**src/rtl/ngh_pkg.sv**
```systemverilog
// ----------------------------------------------------------------------------
// N-gram hash head index package
// Shared types and codes for the front end, the execution unit and the top level.
// ----------------------------------------------------------------------------
`default_nettype none

package ngh_pkg;

    // Input command codes as they appear on the command port.
    localparam logic [1:0] CMD_LOOKUP = 2'd0;
    localparam logic [1:0] CMD_COMMIT = 2'd1;
    localparam logic [1:0] CMD_WRITE  = 2'd2;

    // Configuration register indexes.
    localparam logic [1:0] CFG_CUR_MULT   = 2'd0;
    localparam logic [1:0] CFG_PREV_MULT  = 2'd1;
    localparam logic [1:0] CFG_PREV2_MULT = 2'd2;
    localparam logic [1:0] CFG_BOUNDARY   = 2'd3;

    // Result kinds.
    localparam logic KIND_INDEX = 1'b0;
    localparam logic KIND_ACK   = 1'b1;

    // Number of remainder bits retired per cycle.
    localparam int unsigned DIV_BITS_PER_CYCLE = 4;

    typedef enum logic [1:0] {
        OP_LOOKUP,
        OP_COMMIT,
        OP_WRITE
    } t_op;

    // Classified word passed from the front end to the execution unit.
    typedef struct packed {
        t_op         op;
        logic [31:0] token;
        logic [3:0]  sel;
        logic [39:0] base;
        logic [31:0] size;
        logic        bad;
    } t_cmd;

    // Result word.
    typedef struct packed {
        logic        kind;
        logic [3:0]  head_number;
        logic [40:0] row_index;
        logic        rejected;
        logic        last;
    } t_result;

    typedef enum logic [2:0] {
        ST_IDLE,
        ST_MUL,
        ST_READ,
        ST_DIV,
        ST_FIX,
        ST_EMIT
    } t_state;

endpackage

`default_nettype wire

```
**src/rtl/ngh_fifo.sv**
```systemverilog
// ----------------------------------------------------------------------------
// Small synchronous queue
// Register based first-in first-out buffer with full and empty flags.
// ----------------------------------------------------------------------------
`default_nettype none

module ngh_fifo #(
    parameter int unsigned WIDTH = 8,
    parameter int unsigned DEPTH = 2
) (
    input  wire logic             i_clk,
    input  wire logic             i_rst_n,
    input  wire logic             i_wr,
    input  wire logic [WIDTH-1:0] i_wdata,
    output logic                  o_full,
    input  wire logic             i_rd,
    output logic [WIDTH-1:0]      o_rdata,
    output logic                  o_empty
);
    localparam int unsigned AW = (DEPTH > 1) ? $clog2(DEPTH) : 1;

    logic [WIDTH-1:0] r_mem [DEPTH];
    logic [AW-1:0]    r_wptr, n_wptr;
    logic [AW-1:0]    r_rptr, n_rptr;
    logic [AW:0]      r_count, n_count;
    logic             wr_en;
    logic             rd_en;

    assign o_full  = (r_count == (AW+1)'(DEPTH));
    assign o_empty = (r_count == '0);
    assign o_rdata = r_mem[r_rptr];
    assign wr_en   = i_wr && !o_full;
    assign rd_en   = i_rd && !o_empty;

    // Pointer and occupancy update.
    always_comb begin
        n_wptr  = r_wptr;
        n_rptr  = r_rptr;
        n_count = r_count;
        if (wr_en) begin
            n_wptr = (r_wptr == AW'(DEPTH - 1)) ? '0 : r_wptr + 1'b1;
        end
        if (rd_en) begin
            n_rptr = (r_rptr == AW'(DEPTH - 1)) ? '0 : r_rptr + 1'b1;
        end
        if (wr_en && !rd_en) begin
            n_count = r_count + 1'b1;
        end else if (rd_en && !wr_en) begin
            n_count = r_count - 1'b1;
        end
    end

    always_ff @(posedge i_clk) begin
        if (!i_rst_n) begin
            r_wptr  <= '0;
            r_rptr  <= '0;
            r_count <= '0;
        end else begin
            r_wptr  <= n_wptr;
            r_rptr  <= n_rptr;
            r_count <= n_count;
        end
    end

    // Storage.
    always_ff @(posedge i_clk) begin
        if (wr_en) begin
            r_mem[r_wptr] <= i_wdata;
        end
    end

endmodule

`default_nettype wire

```
**src/rtl/ngh_front.sv**
```systemverilog
// ----------------------------------------------------------------------------
// N-gram hash front end
// Accepts input words, classifies them, checks head writes and queues all but unused commands.
// ----------------------------------------------------------------------------
`default_nettype none

module ngh_front #(
    parameter int unsigned HEAD_COUNT = 16
) (
    input  wire logic         i_clk,
    input  wire logic         i_rst_n,
    input  wire logic         push,
    output logic              full,
    input  wire logic [1:0]   i_command,
    input  wire logic [31:0]  i_token,
    input  wire logic [3:0]   i_head_select,
    input  wire logic [40:0]  i_head_base,
    input  wire logic [32:0]  i_head_size,
    input  wire logic         i_cmd_pop,
    output ngh_pkg::t_cmd     o_cmd,
    output logic              o_cmd_empty
);
    import ngh_pkg::*;

    t_cmd                    cmd;
    logic                    keep;
    logic [$bits(t_cmd)-1:0] q_rdata;

    // Decode the command and flag head writes that must be refused.
    always_comb begin
        cmd.token = i_token;
        cmd.sel   = i_head_select;
        cmd.base  = i_head_base[39:0];
        cmd.size  = i_head_size[31:0];
        cmd.bad   = ({28'd0, i_head_select} >= 32'(HEAD_COUNT)) || i_head_base[40]
                    || i_head_size[32] || (i_head_size == '0);
        cmd.op    = OP_LOOKUP;
        keep      = 1'b1;
        case (i_command)
            CMD_LOOKUP: cmd.op = OP_LOOKUP;
            CMD_COMMIT: cmd.op = OP_COMMIT;
            CMD_WRITE:  cmd.op = OP_WRITE;
            default:    keep   = 1'b0;
        endcase
    end

    // Unused commands are accepted and dropped here.
    ngh_fifo #(
        .WIDTH ($bits(t_cmd)),
        .DEPTH (2)
    ) u_cmd_q (
        .i_clk   (i_clk),
        .i_rst_n (i_rst_n),
        .i_wr    (push && keep),
        .i_wdata (cmd),
        .o_full  (full),
        .i_rd    (i_cmd_pop),
        .o_rdata (q_rdata),
        .o_empty (o_cmd_empty)
    );

    assign o_cmd = t_cmd'(q_rdata);

endmodule

`default_nettype wire

```
**config.mk**
```make
export PLATFORM = sky130hd
export DESIGN_NAME = ngh_front
export DESIGN_NICKNAME = d
export VERILOG_FILES = /design/src/rtl/ngh_pkg.sv /design/src/rtl/ngh_fifo.sv /design/src/rtl/ngh_front.sv
export SDC_FILE = /design/constraint.sdc
export NUM_CORES = 1
export LEC_CHECK = 0
export BUFFER_PORTS_ARGS = -buffer_cell sky130_fd_sc_hd__buf_2
export CAP_MARGIN = 20
export CORE_ASPECT_RATIO = 0.6
export CORE_MARGIN = 3
export CORE_UTILIZATION = 56
export DETAILED_ROUTE_END_ITERATION = 7
export PLACE_DENSITY_LB_ADDON = 0.2
export SLEW_MARGIN = 20
export SYNTH_ARGS = -nofsm -noshare
export SYNTH_HDL_FRONTEND = slang
export SYNTH_HIERARCHICAL = 1
export SYNTH_SLANG_ARGS = --single-unit
```
**constraint.sdc**
```tcl
create_clock -name i_clk -period 12.9 [get_ports i_clk]
set_input_delay 1.29 -clock i_clk [delete_from_list [all_inputs] [get_ports i_clk]]
set_output_delay 1.29 -clock i_clk [all_outputs]
set_load 0.05 [all_outputs]
```
======== After elaboration in Yosys (flattened, before gate mapping) ========
Memory sizes are Yosys's and may differ from the RTL's. A register that Yosys moved wholly into a read port is not among the register bits.
Index checks and enable logic that the tools add are counted.
operators by class
  $add $sub $neg .......................... 4
  equal/unequal tests ..................... 3
  multiplexer cells ....................... 10
  reductions and logical operators ........ 16
operator list
  cell                 number
  $logic_not 33->1     1
  $mux 1               7
  $logic_and 1x1->1    5
  $eq 2x2->1 const B   2
  $logic_not 1->1      4
  $logic_not 2->1      2
  $mux 2               2
  $pmux 2 s2           1
  $reduce_or 3->1      1
  $add 1x1->1 const B  2
  $add 2x1->2 const B  1
  $eq 2x1->1 const B   1
  $logic_or 1x1->1     2
  $reduce_bool 2->1    1
  $sub 2x1->2 const B  1
word-level totals
  flip-flop bits (word level) ............. 4
  memory bits (writable) .................. 222
  input port bits ......................... 116
  output and inout port bits .............. 113
  memories ................................ 1
memories
  name           words  width  read ports  clocked after Yosys merged registers in  write ports  line            text
  u_cmd_q.r_mem  2      111    1           1                                        1            ngh_fifo.sv:22  logic [WIDTH-1:0] r_mem [DEPTH];

======== Logic depth before layout (Yosys ltp) ========
  depth after elaboration ................. 9
  mapped depth ............................ 7

======== Cells and area by module ========
The synthesis kept the hierarchy.
modules (own cells, without submodules)
  module     instances  cells each  area an instance (um^2)  seq. area each (um^2)
  ngh_fifo   1          370         8269.2                   6766.5
  ngh_front  1          15          97.6                     0.0

======== Least setup slack after synthesis ========
No wires, ideal clock.
  path kind ............................... input to register
  start point ............................. in push
  end point ............................... mem u_cmd_q/r_mem[0][0] (netlist bit), enable pin
  library setup time ...................... 0.561 ns
  data arrival time ....................... 5.901 ns
  required time ........................... 12.339 ns
  path slack .............................. 6.438 ns
  stages on the path ...................... 3
  cell sequence ........................... a21boi_0 inv_1 nor3_2
between the ends
  longest elaborated chain between the ends .. 4
RTL lines
  element                       line             text
  from (decl)                   ngh_front.sv:12  input wire logic push,
  $logic_and 1x1->1             ngh_front.sv:54  .i_wr (push && keep),
  $logic_and 1x1->1             ngh_fifo.sv:32   assign wr_en = i_wr && !o_full;
  $mux 1                        ngh_fifo.sv:67   if (wr_en) begin
  $mux 1 (implied by the code)  ngh_fifo.sv:68   r_mem[r_wptr] <= i_wdata;
  to (decl)                     ngh_fifo.sv:22
No other way between the ends.

==> impl_metrics.ini <==
[run_status]
status = completed

[yosys]
synth_top_area_cell = edfxtp_1
ys_top_cells_by_area = edfxtp_1, mux2_2, buf_6
syn_area_per_cell_sq_um = 21.7
synth_nets = 502
yosysSeqAreaShare_pct = 80.9
synth_cell_types = 25
ys_seq_elements = 227
ys_warn_count = 6
synth_top_area_share_pct = 79.7
netlist_instances = 385
syn_area_sq_mm = 0.00837

[routing]
ant_nets = 0
routed_via_density = 5.32
dr_wl_met2_mm = 7.52
vias = 4422
drt-met1-wl_mm = 6.65
wl_met3_mm = 1.59
drc = 0
routed.top_layer = met5
post_drt_wl_per_cell_microns = 19.3
drt_pre_antenna_iters = 4
drt-initial-drc-count = 278
wirelength_mm = 16.1

[place]
dpl_cell_area_sq_mm = 0.00967
io_buffers = 228
place_ws_ns = 9.18
place_hpwl_mm = 10.7
place_congestion = 0.771

[power]
pwr-share-clk_pct = 24.4
p_switching_mw = 0.873
power.total_mw = 2.32
power_density_mw_per_mm2 = 225
comb_power_share_pct = 34.5
seqPwrFrac_pct = 41.1
p_leak_nw = 3.80
p_int_mw = 1.45
p_sw_share_pct = 37.6
irDropWorstVdd_mv = 0.141

[clock_network]
cts.path.max_buffers = 3
tritoncts = done
cts_root_buf = clkbuf_16
cts_setup_buffers = 0
cts_resized = 0
cts.htree.levels = 1
path_clk_slew_ns = 0.06
clk_latency_ns = 0.49
holdBufCountCts = 0
cts_num_sinks = 227
cts_made_buffers = 21

[setup_path]
r2r_cells = 3
cp_data_required_time_ns = 11.61
reg2reg_from = u_cmd_q/r_count[0]
timing.rr.end = u_cmd_q/r_mem[1][33]
worstSetupEndpointType = primary output
path_class = reg2out
cpPeakStageDelay_ns = 0.83
cp_num_buf_inv = 2
worstSetupPathDepth = 3
reg2reg_slack_ns = 10.40
critPathTopFamily = buffers and inverters
crit_chain = buf_4, mux2_2, buf_2
crit_slowest_cell = dfxtp_4
crit_path_start_kind = register
arrival_ns = 2.74
path_max_fanout = 57

[grt]
grt_remaining_overflow = 0
grt_pass1_vias = 4552
track_usage_pct = 19.0
grt_max_degree = 59
antenna_found_initial = 1
grt_pass1_wl_mm = 24.0

[sta]
holdWs_ns = 0.575
worstMarginPinSlew_ns = 0.810
maxSlewHeadroom_pct = 46.0
timing.final.ws_setup_ns = 8.87
fin_crit_ns = 4.03
hold_viol_final = 0
fin_crit_sh_pct = 31.3
skew_ns = 0.0107
grt_setup_unrepaired = false
setup_violations = 0
fmax_ghz = 0.248
tns_ns = 0
slew_viol_final = 0

[cells_and_area]
area_growth_pct = 23.1
nets = 745
insertedDiodeCount = 0
drive_gt1_share_pct = 58.7
postLayoutCellArea_sq_mm = 0.0103

[floorplanning]
fp.coreArea_sq_mm = 0.0141
die_h_microns = 101
die_w_microns = 164
rows = 33
die_area_sq_mm = 0.0165
start_util_pct = 59.3
ioPinCount = 229

[worst_hold_path]
holdPathStages = 2
min_from = u_cmd_q/r_count[1]
hold_path_class = reg2reg
worstHoldEndpoint = u_cmd_q/r_count[1]

[run]
drv_cap = 0
-- cell usage after synthesis --
cell	n
edfxtp_1	222
mux2_2	111
buf_6	9
nor4_1	7
dfxtp_1	5
and2_1	3
nor2_1	3
a21boi_0	2
buf_2	2
inv_1	2
nand4_1	2
nor2b_1	2
o21ai_1	2
xnor2_1	2
a21boi_1	1
and3_1	1
buf_4	1
ha_1	1
nand2b_1	1
nor3_2	1
nor4_2	1
o21a_1	1
o21ai_0	1
or3_1	1
xor2_1	1
-- worst min-delay path: stages, from the launching register on --
cell and delay [ns]:
dfxtp_1 0.35, o21ai_0 0.11, a21boi_1 0.07
-- layer usage --
metal,GRT usage (%),vias up
li1,-,2025
met1,26.2,2164
met2,30.6,205
met3,5.67,26
met4,4.16,2
met5,0,-
-- logic make-up after synthesis --
kind of cell             Yosys count  synth area share, %
adder cells (fa/ha/maj)            1                0.150
XOR/XNOR                           3                0.314
multiplexers                     111                 14.9
flip-flops                       227                 80.9
AO/OA/AOI/OAI                      7                0.538
AND/OR/NAND/NOR                   22                 1.67
buffers and inverters             14                 1.51
-- cells in the final DEF (no fill, tap or decap), types with 2 or more instances in the layout --
cell,count
nor4_1,7
clkbuf_16,21
inv_1,2
nor2_1,3
clkbuf_1,2
a21boi_0,2
clkinv_1,4
dfxtp_1,4
clkinv_2,3
xnor2_1,2
buf_2,228
and2_1,3
nand4_1,2
buf_4,4
edfxtp_1,222
o21ai_1,2
nor2b_1,2
mux2_2,111
-- registers in the layout, summed over array words and instances (netlist names), named ones only --
register,cells
u_cmd_q/r_wptr,1
u_cmd_q/r_mem,222
u_cmd_q/r_count,2
u_cmd_q/r_rptr,1
-- per-stage QoR --
stage / cells / util, %
after global routing: 831 / 72.9
after CTS: 831 / 72.9
final: 831 / 72.9
after global placement: 797 / 68.5
after detailed placement: 797 / 68.5
after floorplan: 385 / -
-- area by class of cell --
class	instances	area (sq um)
flip-flops and latches	227	6770
fillers	914	3820
multi-input cells	144	1490
repair buffers	232	1170
clock buffers	23	533
well taps	192	240
clock inverters	11	93.8
inverters	2	7.51
-- power groups by stage --
stage / Sequential, mW / Combinational, mW / Clock, mW
after floorplan: 0.950 / 0.669 / 0
after global placement: 0.966 / 0.799 / 0
after detailed placement: 0.972 / 0.805 / 0
after CTS: 0.957 / 0.808 / 0.581
after global routing: 0.965 / 0.837 / 0.614
final: 0.956 / 0.801 / 0.566
-- worst max path at each step --
stage            startpoint              endpoint  slack (ns)
2_1_floorplan          push   u_cmd_q/r_mem[0][0]        6.44
6_report           register              o_cmd[2]        8.87
4_1_cts            register             o_cmd[25]        8.83
3_3_place_gp   i_command[1]  u_cmd_q/r_mem[1][33]        9.30
3_5_place_dp   i_command[1]  u_cmd_q/r_mem[1][33]        9.18
5_1_grt            register              o_cmd[0]        8.70
Power figures use the tool's default switching activity.
