[src/rtl/ngh_fifo.sv]
// ----------------------------------------------------------------------------
// Small synchronous queue
// Register based first-in first-out buffer with full and empty flags.
// ----------------------------------------------------------------------------
`default_nettype none

module ngh_fifo #(
    parameter int unsigned WIDTH = 8,
    parameter int unsigned DEPTH = 2
) (
    input  wire logic             i_clk,
    input  wire logic             i_rst_n,
    input  wire logic             i_wr,
    input  wire logic [WIDTH-1:0] i_wdata,
    output logic                  o_full,
    input  wire logic             i_rd,
    output logic [WIDTH-1:0]      o_rdata,
    output logic                  o_empty
);
    localparam int unsigned AW = (DEPTH > 1) ? $clog2(DEPTH) : 1;

    logic [WIDTH-1:0] r_mem [DEPTH];
    logic [AW-1:0]    r_wptr, n_wptr;
    logic [AW-1:0]    r_rptr, n_rptr;
    logic [AW:0]      r_count, n_count;
    logic             wr_en;
    logic             rd_en;

    assign o_full  = (r_count == (AW+1)'(DEPTH));
    assign o_empty = (r_count == '0);
    assign o_rdata = r_mem[r_rptr];
    assign wr_en   = i_wr && !o_full;
    assign rd_en   = i_rd && !o_empty;

    // Pointer and occupancy update.
    always_comb begin
        n_wptr  = r_wptr;
        n_rptr  = r_rptr;
        n_count = r_count;
        if (wr_en) begin
            n_wptr = (r_wptr == AW'(DEPTH - 1)) ? '0 : r_wptr + 1'b1;
        end
        if (rd_en) begin
            n_rptr = (r_rptr == AW'(DEPTH - 1)) ? '0 : r_rptr + 1'b1;
        end
        if (wr_en && !rd_en) begin
            n_count = r_count + 1'b1;
        end else if (rd_en && !wr_en) begin
            n_count = r_count - 1'b1;
        end
    end

    always_ff @(posedge i_clk) begin
        if (!i_rst_n) begin
            r_wptr  <= '0;
            r_rptr  <= '0;
            r_count <= '0;
        end else begin
            r_wptr  <= n_wptr;
            r_rptr  <= n_rptr;
            r_count <= n_count;
        end
    end

    // Storage.
    always_ff @(posedge i_clk) begin
        if (wr_en) begin
            r_mem[r_wptr] <= i_wdata;
        end
    end

endmodule

`default_nettype wire

[config.mk]
export PLATFORM = sky130hd
export DESIGN_NAME = ngh_fifo
export DESIGN_NICKNAME = d
export VERILOG_FILES = /design/src/rtl/ngh_fifo.sv
export SDC_FILE = /design/constraint.sdc
export NUM_CORES = 1
export LEC_CHECK = 0
export BUFFER_PORTS_ARGS = -buffer_cell sky130_fd_sc_hd__buf_2
export CORE_MARGIN = 5
export CORE_UTILIZATION = 44
export DETAILED_ROUTE_END_ITERATION = 16
export PLACE_DENSITY = 0.72
export SETUP_SLACK_MARGIN = 0.2
export SLEW_MARGIN = 10
export SYNTH_ARGS = -nofsm -noshare
export SYNTH_HDL_FRONTEND = slang
export SYNTH_SLANG_ARGS = --single-unit
[constraint.sdc]
create_clock -name i_clk -period 1.6 [get_ports i_clk]
set_clock_uncertainty 0.05 [all_clocks]
set_input_delay 0.08 -clock i_clk [delete_from_list [all_inputs] [get_ports i_clk]]
set_output_delay 0.08 -clock i_clk [all_outputs]
set_load 0.05 [all_outputs]
Word-level counts from Yosys, hierarchy flattened
Memories as Yosys holds them, arrays and structs flattened. A register that Yosys moved wholly into a read port is not among the register bits.
Cells that the tools add are included.
{"block": "op_classes", "reduce_logical": 10, "n_addsub": 4, "muxes": 8, "eq_ne": 1}
{"cell": "2-to-1 mux 1 bit", "count": 6}
{"cell": "logical AND 1 bit", "count": 4}
{"cell": "zero test 1 bit", "count": 4}
{"cell": "2-to-1 mux 2 bit", "count": 2}
{"cell": "adder 1 bit (second input constant)", "count": 2}
{"cell": "adder 2 x 1 -> 2 bit (second input constant)", "count": 1}
{"cell": "equality test 2 bit (second input constant)", "count": 1}
{"cell": "zero test 2 bit", "count": 1}
{"cell": "nonzero test 2 bit", "count": 1}
{"cell": "subtractor 2 x 1 -> 2 bit (second input constant)", "count": 1}
{"block": "totals", "memories": 1, "out_inout_bits": 10, "input_bits": 12, "register_bits": 4, "mem_bits_rw": 16}
{"name": "r_mem", "words": 2, "word_bits": 8, "read_ports": 1, "rd_ports_with_merged_regs": 1, "write_ports": 1, "line_no": "22", "rtl": "logic [WIDTH-1:0] r_mem [DEPTH];"}

Depth between registers and ports, before layout
Gate-level depths: netlist of run 1.
{"block": "depth", "depth_word": 7, "ltp_mapped": 7}

Worst setup path before layout of run 1
No wires, ideal clock.
{"block": "synth_path", "kind": "reg-to-reg", "startpoint": "register r_count[0]", "endpoint": "register r_count[1]", "synth_period_minus_slack_ns": 1.679, "setup_slack_ns": -0.079, "setup_time_ns": 0.070, "t_required_ns": 1.480, "t_arrival_ns": 1.559, "stages_incl_launch_ff": 7, "path_cell_list": "dfxtp_1 nand2b_1 inv_2 nor2_1 ha_1 or3_1 a21boi_1"}
{"block": "synth_between", "elab_chain_cells": 6}
{"element": "start: declaration", "line_no": "25", "rtl": "logic [AW:0] r_count, n_count;"}
{"element": "start signal: assignment", "line_no": "61", "rtl": "r_count <= n_count;"}
{"element": "equality test 2 bit *", "line_no": "29", "rtl": "assign o_full = (r_count == (AW+1)'(DEPTH));"}
{"element": "named net o_full", "line_no": "15", "rtl": "output logic o_full,"}
{"element": "zero test 1 bit *", "line_no": "32", "rtl": "assign wr_en = i_wr && !o_full;"}
{"element": "logical AND 1 bit *", "line_no": "32"}
{"element": "zero test 1 bit", "line_no": "48", "rtl": "end else if (rd_en && !wr_en) begin"}
{"element": "logical AND 1 bit", "line_no": "48"}
{"element": "nonzero test 2 bit (no source line)"}
Mark *: on every way through the listed nets, which the timed path passes. The rest lies on a longest branch. The select of a mux whose other input is x is not followed.
A chain may end at the register's enable or synchronous reset.

Worst setup path after layout of run 1
{"block": "layout_path", "startpoint": "register r_count[0]", "endpoint": "register r_count[1]"}
{"block": "layout_between", "elab_chain_cells": 6}
{"element": "equality test 2 bit / zero test 2 bit (equally long branches)", "line_no": "29, 30"}
{"element": "zero test 1 bit (on tied branches)", "line_no": "32, 33"}
{"element": "logical AND 1 bit (on tied branches)", "line_no": "32, 33"}
{"element": "zero test 1 bit (on tied branches)", "line_no": "48, 46"}
{"element": "logical AND 1 bit (on tied branches)", "line_no": "48, 46"}
{"element": "nonzero test 2 bit (no source line) / 2-to-1 mux 2 bit (equally long branches)"}
Several ways; a longest one is shown, not always the timed one. The select of a mux whose other input is x is not followed.

==> impl_metrics.yaml, run 1 <==
route:
  routed_wl_mm: 1.32
  post-route-drc-count: 0
  ant_nets: 0
  drtIter0Drc: 6
  wl_per_cell_um: 11.8
  vias: 519
  via_per_inst: 4.63
  dr.pass1.iters: 3
setup_path:
  cp-start-kind: "flop"
  slowest_stage: "dfxtp_4"
  r2r_cells: 7
  cp-end-kind: "flop"
  cp.required_ns: 1.78
  regToRegSetupSlack_ns: 0.15
  crit_buf_inv: 1
  arrival_ns: 1.63
  reg2reg_to: "r_count[1]"
  r2r-start: "r_count[0]"
  slowest_delay_ns: 0.37
  timing_worst_setup_path_type: "reg2reg"
  worst-path-max-fanout: 4
  crit_chain: "nand2b_4 -> inv_8 -> nor2_4 -> ha_4 -> xor2_1 -> or3_1 -> a21boi_1"
  cpLargestDelayFamily: "simple AND/OR/NAND/NOR gates"
clock_tree:
  cts_root_buffer: "clkbuf_4"
  numClockSinks: 21
  cts_tree: "done"
  cts_buffers: 3
  ctsLongestPathBuffers: 2
  clk_latency_ns: 0.29
  cts_max_level: 1
  clkTransAtPathRegs_ns: 0.10
logic_synthesis:
  synth_xor_area_frac: 0.0325
  ys.flop_type: "edfxtp_1"
  synth_edf_count: 16
  ys_top_cells_by_area: "edfxtp_1 59%, dfxtp_1 12%, mux2_2 11%, and2_1 2.3%, xnor2_1 2.2%"
  synth_largest_area_cell: "edfxtp_1"
  ys_types: 20
  synthAdderAreaFrac: 0.0155
  synth_top_family_by_area: "multiplexers"
  synth_top_area_frac: 0.594
  syn_area_per_cell_um2: 16.2
  yosys.area_share.simple: 0.0680
  synthMuxAreaShare: 0.111
  ys_ff_latch: 21
  syn-num-nets: 63
  synthesis.area_um2: 810
  postSynth.asyncResetShare: 0
  yosysWarnings: 0
  yosysMostFrequentCell: "edfxtp_1"
  yosysSeqAreaShare: 0.717
  synthTopCellsByCount: "16 x edfxtp_1, 8 x mux2_2, 5 x dfxtp_1"
  synth-compound-area-share: 0.0402
  synthCells: 50
grt:
  antenna_found_initial: 0
  track_usage: 0.115
  grt_overflow: 0
  grt_pass1_vias: 537
  grt_max_degree: 12
  grt_first_pass_wirelength_mm: 2.21
placement:
  dp_hpwl_um: 880
  dpl_cell_area_um2: 970
  io_buffers: 21
  dp_cells: 96
  gp_congestion: 0.707
layout:
  layout-drive-gt1-share: 0.529
  syn2layout_area_growth_pct: 50.5
  stdcell_count: 112
  n_antenna_cell: 0
  final_nets: 101
  design_area_um2: 1220
floorplanning:
  dieArea_um2: 2800
  core_area_um2: 1750
  pin_count: 22
  start_util: 0.464
  die_width_um: 52.9
  rows: 15
  die_h_um: 52.9
pwr:
  power.leakage_nw: 0.489
  ir_drop_v: 0.00140
  totalPowerFinal_w: 0.00206
  power.density_nw_per_um2: 1690
timing:
  finalHoldViolations: 0
  rsz0062_at_grt: "yes"
  timing.setup.tns_ns: 0
  fmax_ghz: 0.692
  slew_violations: 0
  setup_violations: 0
  timing.final.crit_share: 0.904
  slew_headroom: 0.836
  finalCriticalPeriod_ns: 1.45
  tightest_slew_ns: 0.248
hold_path:
  hp-class: "in2reg"
  hold-path-endpoint: "r_wptr"
  whs_path_depth: 3
  min_from: "i_wr"
outcome:
  outcome: "complete, no violations"
run:
  drv_cap: 0
## worst reg2reg max path, delay by kind of cell, from the launching register on
| kind | cells | cell delay, ns |
|---|---|---|
| fa+ha+maj | 1 | 0.15 |
| simple gates | 3 | 0.49 |
| flops | 1 | 0.37 |
| compound gates | 1 | 0.12 |
| xor+xnor | 1 | 0.14 |
| buf+inv | 1 | 0.06 |
## kinds of logic after synthesis
group                    after synthesis
flip-flops                            21
AND/OR/NAND/NOR                        9
multiplexers                           8
AO/OA/AOI/OAI                          5
XOR/XNOR                               3
buffers and inverters                  3
adder cells (fa/ha/maj)                1
## cells in the final DEF (no fill, tap or decap), drive strengths merged
cell         instances
o21a                 1
or3                  1
mux2                 8
ha                   1
nor3                 1
buf                 24
a21boi               2
xnor2                2
nand2b               1
and3                 1
xor2                 1
and2                 3
nor2                 2
dfxtp                5
edfxtp              16
clkbuf               5
dlygate4sd3          9
inv                  2
o21ai                2
## per-stage QoR
stage | setup slack, ns | utilization | hold WS [ns]
after floorplan | 0.104 | - | 0.129
after global placement | 0.146 | 0.556 | 0.217
after detailed placement | 0.0797 | 0.556 | 0.221
after CTS | 0.127 | 0.667 | 0.0864
after global routing | 0.0910 | 0.698 | 0.110
final | 0.154 | 0.698 | 0.0923
## state kept, by name (all words and copies together), names as in the netlist, named ones only
name,flops
r_rptr,1
r_count,2
r_mem,16
r_wptr,1
## per-layer routing
metal	track usage	wire length [um]	up-vias
li1	-	-	259
met1	0.128	557	240
met2	0.184	623	16
met3	0.0423	105	4
met4	0.0766	36	0
met5	0	0	-
## report_power, final
group          internal, W  switching, W  total (W)
Combinational     0.000459      0.000557    0.00102
Sequential        0.000710     0.0000902   0.000800
Clock            0.0000971      0.000145   0.000243
Total              0.00127      0.000793    0.00206
## repair_timing
action	CTS	global route
hold buffers	9	0
endpoints found under the setup margin	9	18
hold endpoints to repair	20	0
pin swaps	2	1
setup buffers	3	0
resized for setup	17	17
## final cells by class
cell class	count	area, um^2
clock buffer	4	26.3
sequential	21	589
inverter	2	15.0
fill	124	527
multi-input combinational	26	279
tap	25	31.3
timing repair buffer	34	278
## how the worst max path moves through the flow
stage / start / endpoint / slack (ns) / depth (start not counted)
after floorplan: r_count[0] / r_count[1] / 0.10 / 7
after global placement: r_count[0] / r_count[1] / 0.15 / 7
after detailed placement: r_count[1] / r_count[1] / 0.08 / 7
after CTS: r_count[0] / r_count[1] / 0.13 / 7
after global routing: r_count[0] / r_count[1] / 0.09 / 6
final: r_count[0] / r_count[1] / 0.15 / 7
Note: power is estimated with default switching activity, not from simulation.
==> run 2: changes to the inputs <==
REMOVE_ABC_BUFFERS = 1   (was default)
==> run 2 against run 1 <==
First-iteration DRC count unchanged. Flip-flop and latch count unchanged. Clock power about the same. Largest power group unchanged. Wire length increased by 22%. Register-to-register slack got worse by 0.02 ns.
==> impl_metrics.yaml, run 2 (same netlist as run 1, synthesis figures left out) <==
setup_path:
  cp-end-kind: "flop"
  timing_worst_setup_path_type: "reg2reg"
  reg2reg_to: "r_count[1]"
  critPathLaunch: "r_count[0]"
  crit_buf_inv: 1
  regToRegSetupSlack_ns: 0.14
  cpLargestDelayFamily: "simple AND/OR/NAND/NOR gates"
  cp.required_ns: 1.77
  crit_path_end: "r_count[1]"
  r2r_cells: 7
  critical_path_cell_count: 7
  slowest_stage: "dfxtp_4"
  arrival_ns: 1.63
  r2r-start: "r_count[0]"
  slowest_delay_ns: 0.37
  worst-path-max-fanout: 4
  cp-start-kind: "flop"
  crit_chain: "nand2b_4 -> inv_4 -> nor2_4 -> ha_4 -> xor2_1 -> or3_1 -> a21boi_1"
timing:
  slew_headroom: 0.745
  timing.final.crit_share: 0.915
  setup_violations: 0
  tightest_slew_ns: 0.383
  finalCriticalPeriod_ns: 1.46
  finalHoldViolations: 0
  slew_violations: 0
  fmax_ghz: 0.683
  rsz0062_at_grt: "yes"
route:
  dr.pass1.iters: 2
  post-route-drc-count: 0
  via_per_inst: 4.60
  wl_per_cell_um: 14.2
  vias: 524
  drtIter0Drc: 6
  routed_wl_mm: 1.61
  ant_nets: 0
pwr:
  power.density_nw_per_um2: 1720
  totalPowerFinal_w: 0.00214
  power.leakage_nw: 0.510
  ir_drop_v: 0.00132
layout:
  n_antenna_cell: 0
  final_common_cell: "edfxtp_1"
  syn2layout_area_growth_pct: 53.5
  post-route-util: 0.712
  final_nets: 103
  largestRegisters: "r_mem (16), r_count (2)"
  fillerInstances: 123
  layout-drive-gt1-share: 0.562
  largest_reg_flops: 16
  stdcell_count: 114
  top_register: "r_mem"
  layout_common_cells: "16 x edfxtp_1, 12 x buf_2, 9 x dlygate4sd3_1, 9 x buf_6, 8 x mux2_4"
floorplanning:
  rows: 15
  die_width_um: 52.9
  start_util: 0.464
  dieArea_um2: 2800
  die_h_um: 52.9
  pin_count: 22
  core_area_um2: 1750
outcome:
  outcome: "complete, no violations"
grt:
  grt_first_pass_wirelength_mm: 2.37
  grt-busiest-layer: "met2"
  grt_max_degree: 13
  gr-usage-met3: 0.0282
  use_met1: 0.131
  antenna_found_initial: 0
  grt_pass1_vias: 568
  grt_overflow: 0
  track_usage: 0.121
  gr-usage-met2: 0.217
clock_tree:
  ctsLongestPathBuffers: 2
  cts_buffers: 3
  clkTransAtPathRegs_ns: 0.12
  cts_root_buffer: "clkbuf_4"
  numClockSinks: 21
  cts_tree: "done"
  cts_max_level: 1
  clk_latency_ns: 0.29
placement:
  dp_hpwl_um: 905
  io_buffers: 21
  dp_cells: 97
  gp_congestion: 0.637
hold_path:
  hp-class: "in2reg"
run:
  drv_cap: 0
[run 2: power by group]
group | leakage, nW | switching [W] | internal (W) | total, W
registers | 0.192 | 0.0000929 | 0.000711 | 0.000804
logic | 0.300 | 0.000580 | 0.000511 | 0.00109
clock network | 0.0177 | 0.000153 | 0.0000928 | 0.000246
[run 2: worst min-delay path by stage]
stage,cells past startpoint,end,start
final,3,r_wptr,i_wr
after global routing,3,r_wptr,i_wr
after CTS,3,r_wptr,i_wr
after detailed placement,1,r_mem[1][1],i_wdata[1]
after global placement,1,r_mem[0][6],i_wdata[6]
after floorplan,0,r_mem[0][0],i_wdata[0]
[run 2: routing by layer]
metal / share of wire / up-vias
met5: 0 / -
met4: 0.0093 / 0
met3: 0.046 / 2
met2: 0.53 / 13
met1: 0.41 / 247
li1: - / 262
[run 2: final cells by class]
type                       count  area, um^2  share of cell area
timing repair buffer          36         297               0.239
multi-input combinational     26         288               0.232
clock buffer                   3        22.5              0.0181
sequential                    21         589               0.474
clock inverter                 1        5.00             0.00403
tap                           25        31.3              0.0252
inverter                       2        10.0             0.00806
[run 2: repair_timing]
item / in CTS / in global routing
pin swaps: 2 / 3
resized for setup: 19 / 21
endpoints found under the setup margin: 18 / 11
buffers inserted: 4 / 0
hold endpoints to repair: 20 / 0
hold buffers: 9 / 0
[run 2: worst register-to-register path: cells and delay by family, from the launching register on]
| kind | cells | cell delay, ns |
|---|---|---|
| AND/OR/NAND/NOR | 3 | 0.50 |
| flip-flops | 1 | 0.37 |
| adder cells (fa/ha/maj) | 1 | 0.15 |
| XOR/XNOR | 1 | 0.14 |
| AO/OA/AOI/OAI | 1 | 0.13 |
| buffers and inverters | 1 | 0.06 |
[run 2: per-stage QoR]
step | setup TNS (ns) | instance area [um^2] | setup slack (ns) | hold WS, ns
5_1_grt | 0 | 1240 | 0.0630 | 0.122
4_1_cts | 0 | 1160 | 0.127 | 0.104
6_report | 0 | 1240 | 0.136 | 0.0997
3_5_place_dp | 0 | 956 | 0.00457 | 0.224
3_3_place_gp | 0 | 956 | 0.0709 | 0.220
2_1_floorplan | -0.0792 | 805 | -0.0792 | 0.129
==> run 3: changes to the inputs <==
CORE_UTILIZATION = 52   (was 44)
MAX_ROUTING_LAYER = met4   (was default)
PLACE_DENSITY = 0.8   (was 0.72)
clock period = 1.85 ns   (was 1.6 ns; I/O delays follow)
==> run 3 against run 2 <==
Register-to-register slack gained 0.16 ns. Via count fell by 3.4%. Non-clock buffer count decreased by 4. Wire length shrank 17%. Die area is 13% lower. Utilization is 0.75 points higher. Combinational power fell by 37%.
==> impl_metrics.yaml, run 3 (same netlist as run 1, synthesis figures left out) <==
grt:
  grt_overflow: 0
  grt_pass1_vias: 541
  antenna_found_initial: 0
  grt_max_degree: 12
  grt_first_pass_wirelength_mm: 2.34
  track_usage: 0.130
setup_path:
  cp.required_ns: 2.03
  crit_chain: "nand2b_4 -> inv_2 -> nor2_1 -> ha_1 -> or3_1 -> a21boi_1"
  cpLargestDelayFamily: "simple AND/OR/NAND/NOR gates"
  cp-start-kind: "flop"
  r2r_cells: 6
  cp-end-kind: "flop"
  worst-path-max-fanout: 5
  regToRegSetupSlack_ns: 0.30
  crit_buf_inv: 1
  arrival_ns: 1.73
  timing_worst_setup_path_type: "reg2reg"
  slowest_delay_ns: 0.43
  r2r-start: "r_count[1]"
  reg2reg_to: "r_count[1]"
  slowest_stage: "dfxtp_1"
pwr:
  power.leakage_nw: 0.430
  power.density_nw_per_um2: 1460
  ir_drop_v: 0.000975
timing:
  finalHoldViolations: 0
  fmax_ghz: 0.645
  timing.final.crit_share: 0.839
  timing.setup.tns_ns: 0
  rsz0062_at_grt: "yes"
  tightest_slew_ns: 0.372
  slew_violations: 0
  slew_headroom: 0.752
  setup_violations: 0
  finalCriticalPeriod_ns: 1.55
clock_tree:
  ctsLongestPathBuffers: 2
  cts_max_level: 1
  cts_root_buffer: "clkbuf_4"
  cts_tree: "done"
  clk_latency_ns: 0.29
  clkTransAtPathRegs_ns: 0.10
  cts_buffers: 3
  numClockSinks: 21
  post_cts_buffers: 0
layout:
  top_register: "r_mem"
  n_antenna_cell: 0
  final_common_cell: "buf_2"
  largestRegisters: "r_mem (16), r_count (2)"
  post-route-util: 0.719
  layout_common_cells: "21 x buf_2, 16 x edfxtp_1, 9 x dlygate4sd3_1"
  layout-drive-gt1-share: 0.459
  final_nets: 99
  syn2layout_area_growth_pct: 32.3
  largest_reg_flops: 16
route:
  routed_wl_mm: 1.34
  wl_per_cell_um: 13.3
  drtIter0Drc: 5
  post-route-drc-count: 0
  dr.pass1.iters: 5
  vias: 506
  via_per_inst: 5.01
  ant_nets: 0
placement:
  gp_congestion: 0.750
  dp_hpwl_um: 964
  io_buffers: 21
hold_path:
  hold-path-endpoint: "r_wptr"
  hp-class: "in2reg"
  min_from: "i_wr"
  whs_path_depth: 3
floorplanning:
  rows: 14
  die_h_um: 49.5
  pin_count: 22
  start_util: 0.544
  dieArea_um2: 2450
  die_width_um: 49.5
  core_area_um2: 1490
outcome:
  outcome: "complete, no violations"
run:
  drv_cap: 0
run 3: cell types whose count changed in the layout (fill, tap and decap cells not counted), moves of 2 or more:
cell     change
dfxtp_4      -2
buf_4        -3
mux2_4       -8
buf_2        +9
mux2_2       +8
buf_6        -9
run 3: tightest hold or removal path, cell delays in order:
cell      delay [ns]
buf_2           0.09
a21boi_0        0.07
o21a_1          0.16
run 3: metrics by stage:
step / setup slack, ns / hold slack [ns] / power [W] / instance area [um^2] / instances
global route: 0.163 / 0.121 / 0.00167 / 1070 / 101
floorplan: 0.171 / 0.141 / 0.00118 / 805 / 49
finish: 0.299 / 0.103 / 0.00157 / 1070 / 101
CTS: 0.223 / 0.0924 / 0.00156 / 1060 / 101
detailed placement: 0.257 / 0.235 / 0.00134 / 945 / 88
global placement: 0.325 / 0.230 / 0.00132 / 945 / 88
run 3: worst max-delay path by stage:
stage / from / end / slack (ns) / depth (start not counted)
floorplan: r_count[0] / r_count[1] / 0.17 / 6
global placement: r_count[0] / r_count[1] / 0.33 / 6
detailed placement: r_count[0] / r_count[1] / 0.26 / 6
CTS: flop / o_rdata[4] / 0.22 / 2
global route: r_count[1] / r_count[1] / 0.16 / 7
finish: r_count[1] / r_count[1] / 0.30 / 6
run 3: area by class of cell:
class	instances	area, um^2
sequential	21	583
fill	103	418
multi-input combinational	26	224
timing repair buffer	32	210
clock buffer	4	26.3
tap	16	20.0
inverter	2	7.51
run 3: routing by layer:
metal | global-route usage | vias to the layer above | part of all wire
met5 | - | - | 0
met4 | 0.0655 | 0 | 0.014
met3 | 0.0331 | 2 | 0.058
met2 | 0.230 | 12 | 0.54
met1 | 0.132 | 240 | 0.39
li1 | - | 252 | -
run 3: what timing repair did:
item                                   in CTS  in global routing
resized for setup                           0                  3
hold buffers                                9                  0
endpoints found under the hold margin      20                  0
setup endpoints to repair                   0                  9
run 3: power by group:
| group | switching [W] | internal, W | total, W | leakage, nW |
|---|---|---|---|---|
| combinational | 0.000440 | 0.000242 | 0.000682 | 0.224 |
| clock | 0.000124 | 0.0000840 | 0.000208 | 0.0150 |
| sequential | 0.0000703 | 0.000606 | 0.000676 | 0.191 |
